## config.mk

```make
export PLATFORM = sky130hd
export DESIGN_NAME = prab_div
export DESIGN_NICKNAME = d
export VERILOG_FILES = /design/src/rtl/particle_reflect_absorb_step_core_macros.svh /design/src/rtl/prab_div.sv
export SDC_FILE = /design/constraint.sdc
export NUM_CORES = 2
export LEC_CHECK = 0
export BUFFER_PORTS_ARGS = -buffer_cell sky130_fd_sc_hd__buf_2
export CAP_MARGIN = 5
export CORE_MARGIN = 1.5
export CORE_UTILIZATION = 45
export CTS_CLUSTER_SIZE = 24
export DETAILED_ROUTE_END_ITERATION = 6
export GPL_ROUTABILITY_DRIVEN = 0
export PLACE_DENSITY = 0.71
export SETUP_SLACK_MARGIN = 0.3
export SYNTH_ARGS = -nofsm -noshare
export SYNTH_HDL_FRONTEND = slang
export SYNTH_SLANG_ARGS = --single-unit
```

## constraint.sdc

```tcl
create_clock -name clock -period 8.1 [get_ports clock]
set_clock_uncertainty 0.1 [all_clocks]
set_input_delay 0.81 -clock clock [delete_from_list [all_inputs] [get_ports clock]]
set_output_delay 0.81 -clock clock [all_outputs]
set_load 0.03 [all_outputs]
```

## src/rtl/particle_reflect_absorb_step_core_macros.svh

```systemverilog
// assertion macros shared by the rtl
`ifndef PARTICLE_REFLECT_ABSORB_STEP_CORE_MACROS_SVH
`define PARTICLE_REFLECT_ABSORB_STEP_CORE_MACROS_SVH

`ifndef SYNTHESIS

// condition and consequence in the same cycle
`define PRAB_ASSERT_SAME(label, clk, rst, ante, cons, msg) \
   label: assert property (@(posedge clk) disable iff (rst) (ante) |-> (cons)) \
      else $error(msg);

// consequence in the cycle after the condition
`define PRAB_ASSERT_NEXT(label, clk, rst, ante, cons, msg) \
   label: assert property (@(posedge clk) disable iff (rst) (ante) |=> (cons)) \
      else $error(msg);

`else

`define PRAB_ASSERT_SAME(label, clk, rst, ante, cons, msg)
`define PRAB_ASSERT_NEXT(label, clk, rst, ante, cons, msg)

`endif

`endif

```

## src/rtl/prab_div.sv

```systemverilog
module prab_div #(
   parameter int NUM_BITS = 54,
   parameter int DEN_BITS = 29,
   parameter int QUO_BITS = 28
) (
   input  logic                clock,
   input  logic                en,
   input  logic [NUM_BITS-1:0] num,
   input  logic [DEN_BITS-1:0] den,
   output logic [QUO_BITS-1:0] quo
);

   localparam int CW = DEN_BITS + QUO_BITS;

   logic [NUM_BITS-1:0] rem_ff [QUO_BITS];
   logic [DEN_BITS-1:0] den_ff [QUO_BITS];
   logic [QUO_BITS-1:0] quo_ff [QUO_BITS];

   // restoring division, one quotient bit per stage, msb first
   for (genvar j = 0; j < QUO_BITS; j++) begin : g_step
      logic [NUM_BITS-1:0] rem_prev;
      logic [NUM_BITS-1:0] rem_in;
      logic [DEN_BITS-1:0] den_prev;
      logic [QUO_BITS-1:0] quo_prev;
      logic [QUO_BITS-1:0] quo_in;
      logic [CW-1:0]       trial;
      logic [CW:0]         diff;
      logic                take;

      if (j == 0) begin : g_first
         assign rem_prev = num;
         assign den_prev = den;
         assign quo_prev = '0;
      end else begin : g_next
         assign rem_prev = rem_ff[j-1];
         assign den_prev = den_ff[j-1];
         assign quo_prev = quo_ff[j-1];
      end

      assign trial  = CW'(den_prev) << (QUO_BITS - 1 - j);
      assign diff   = (CW+1)'(rem_prev) - (CW+1)'(trial);
      assign take   = !diff[CW];
      assign rem_in = take ? NUM_BITS'(diff) : rem_prev;
      assign quo_in = {quo_prev[QUO_BITS-2:0], take};

      always_ff @(posedge clock) begin
         if (en) begin
            rem_ff[j] <= rem_in;
            den_ff[j] <= den_prev;
            quo_ff[j] <= quo_in;
         end
      end
   end

   assign quo = quo_ff[QUO_BITS-1];

endmodule

```

==> impl_metrics.ini <==
[grt]
grt_remaining_overflow = 0
grt_pass1_vias = 86800
grt_util_all_layers = 0.165
antenna_found_initial = 2
grt_max_degree = 198
grt_pass1_wl_um = 416000

[layout]
syn_to_final_growth_pct = 11.2
drive_above_1_share = 0.0692
fin_nets = 12700

[timing]
maxSlewViolCount = 0
fmax_mhz = 193
setup_viol = 0
slew_headroom = 0.124
layout_setup_ws_ns = 2.92
whs_ns = 0.137
fin_crit_sh = 0.639
period_needed_ns = 5.18
rsz0062_at_grt = no
hold_viol = 0
finalSetupTns_ns = 0
tightestPinTransition_ns = 1.30

[critical_path]
arrival_ns = 5.69
r2r_end = rem_ff[1][421]$_DFFE_PP_
endpoint = rem_ff[1][421]$_DFFE_PP_
critPathBufInv = 5
crit_path_end_kind = register
worst-path-stages = 18
required_ns = 8.61
critical_path.top_delay_family = simple AND/OR/NAND/NOR gates
setup.worst_path.start = rem_ff[1][328]$_DFFE_PP_
reg2reg_depth = 18
critical_path_class = register to register
cp-start-kind = register
regToRegStartpoint = rem_ff[1][328]$_DFFE_PP_
crit_chain = inv_1 -> ha_1 -> inv_1 -> fa_1 -> a21o_1 -> a21oi_1 -> nor3b_1 -> nor3_1 -> o32ai_1 -> nor2_1 -> o21a_1 -> and2_1 -> buf_4 -> inv_2 -> buf_4 -> nand2_1 -> nor3_1 -> xor2_1
ff2ff_setup_slack_ns = 2.92
critPathMaxFanout = 27
cp_slowest_cell = nor3_1
critPathMaxStageDelay_ns = 0.82

[clocking]
cts.clk_slew.worst_paths_ns = 0.06
cts_post_setup_buffers_inserted = 0
insertion_delay_ns = 0.90
cts_tree = done
root_buffer = clkbuf_16
cts_resized = 0
cts_buffers = 293
cts.htree.levels = 5
clock-sinks = 2647
clockBufferDepth = 4

[logic_synthesis]
synth_fp_nets = 12400
yosys_warnings = 0
synth_area_leaders = edfxtp_1 (58%), ha_1 (7.4%), a21oi_1 (3.3%)
synth-seq-cells = 2647
synthCells = 11500
yosysTopAreaCellShare = 0.583
synth_seq_area_share = 0.583
synth_area_um2 = 136000
synth_edf_count = 2647
yosysUniqueCellTypes = 89
async_flop_share = 0
synth.avg_cell_area_um2 = 11.8
synth_ff_type = edfxtp_1
yosysTopAreaCell = edfxtp_1

[route]
ant_nets = 0
drc_errors = 0
num_vias = 86900
viasPerCell = 5.43
drtPass1Iterations = 6
avgRoutedWirePerCell_um = 16.4
dr.first_iter.drc_count = 5127
wirelength_um = 262000

[die]
io_pins = 113
core-area_um2 = 301000
start_util = 0.454
fp.dieW_um = 553
fp-row-count = 201
chipHeight_um = 553
die-area_um2 = 306000

[min_path]
hp-class = input pin to register
hp-start = num[29]

[power]
power_density_nw_per_um2 = 344
leakagePower_nw = 59.1
ir_drop_mv = 0.186

[status]
status = completed

[run]
cap_viol_max_count = 0

[place]
place_worst_setup_slack_ns = 3.04
portBuffers = 112
place_hpwl_um = 190000
## final cells by class
class	count	area, um^2
Sequential cell	2647	79500
Tap cell	3958	4950
Multi-Input combinational cell	7575	52100
Inverter	1052	3950
Clock inverter	155	1500
Fill cell	25600	149000
Clock buffer	368	7680
Antenna cell	11	27.5
Timing Repair Buffer	244	1880
## repair_timing
action | in CTS | in global routing
setup endpoints to repair | 0 | 0
endpoints found under the hold margin | 56 | 0
hold buffers | 56 | 0
## power breakdown
part,switching (mW),internal (mW),leakage [nW]
clock network,5.35,7.30,4.44
logic,10.6,8.07,29.1
registers,1.72,19.0,25.6
total,17.7,34.4,59.1
## how the worst min path moves through the flow
stage                                     to  slack, ns  cells after the start
floorplan           quo_ff[0][113]$_DFFE_PP_       0.30                      0
global placement    quo_ff[1][236]$_DFFE_PP_       0.30                      0
detailed placement  quo_ff[0][115]$_DFFE_PP_       0.30                      0
CTS                  rem_ff[0][29]$_DFFE_PP_       0.05                      2
global route         rem_ff[0][29]$_DFFE_PP_       0.09                      2
finish               rem_ff[0][29]$_DFFE_PP_       0.14                      2
## registers in the layout, summed over array words and instances, names as in the netlist
signal / cells
rem_ff: 1458
den_ff: 783
quo_ff: 406
## worst register-to-register path, cell delays in order, from the launching register on
cell and delay, ns:
edfxtp_1 0.38, inv_1 0.07, ha_1 0.16, inv_1 0.05, fa_1 0.40, a21o_1 0.20
a21oi_1 0.28, nor3b_1 0.17, nor3_1 0.82, o32ai_1 0.28, nor2_1 0.26, o21a_1 0.17
and2_1 0.20, buf_4 0.30, inv_2 0.17, buf_4 0.26, nand2_1 0.35, nor3_1 0.13
xor2_1 0.18
## placed cells by master (no fill, tap or decap), drive strengths merged, types with 409 or more instances in the layout
cell type / synthesis / routed
a21o: 444 / 444
a21oi: 905 / 905
xnor2: 504 / 504
nor2: 728 / 728
xor2: 409 / 409
ha: 808 / 808
nand2: 821 / 821
edfxtp: 2647 / 2647
inv: 1049 / 1066
o21ai: 697 / 697
## synth_stat cells (all sizes together), types with 176 or more instances
master / n
nor3: 200
edfxtp: 2647
xor2: 409
o21ai: 697
a21o: 444
xnor2: 504
clkbuf: 223
inv: 1049
nand3: 176
ha: 808
nand2: 821
a21oi: 905
nor2: 728
## stage by stage
step,std cells,power (mW),utilization,area (um^2)
2_1_floorplan,11500,34.8,-,136000
3_3_place_gp,15400,38.9,0.472,142000
3_5_place_dp,15400,39.3,0.472,142000
4_1_cts,16000,52.2,0.504,152000
5_1_grt,16000,55.2,0.504,152000
6_report,16000,52.1,0.504,152000
## metal layers
layer,share of wire,track usage,up-vias,wire length [um]
li1,-,-,43000,-
met1,0.35,0.152,41000,91500
met2,0.54,0.327,1913,142000
met3,0.034,0.0218,939,9010
met4,0.075,0.119,0,19600
met5,0,0,-,0
## cell families (layout without fill, tap and decap cells)
group	Yosys count	count (layout)	share of synthesized area
other	0	11	0
muxes	175	175	0.0143
buffers and inverters	1307	1819	0.0362
DFF	2647	2647	0.583
AOI/OAI and AO/OA	2886	2886	0.132
xor gates and xnor gates	913	913	0.0587
and+or+nand+nor	2766	2766	0.0976
adders and majority gates	835	835	0.0781
Note: power is estimated with default switching activity, not from simulation.
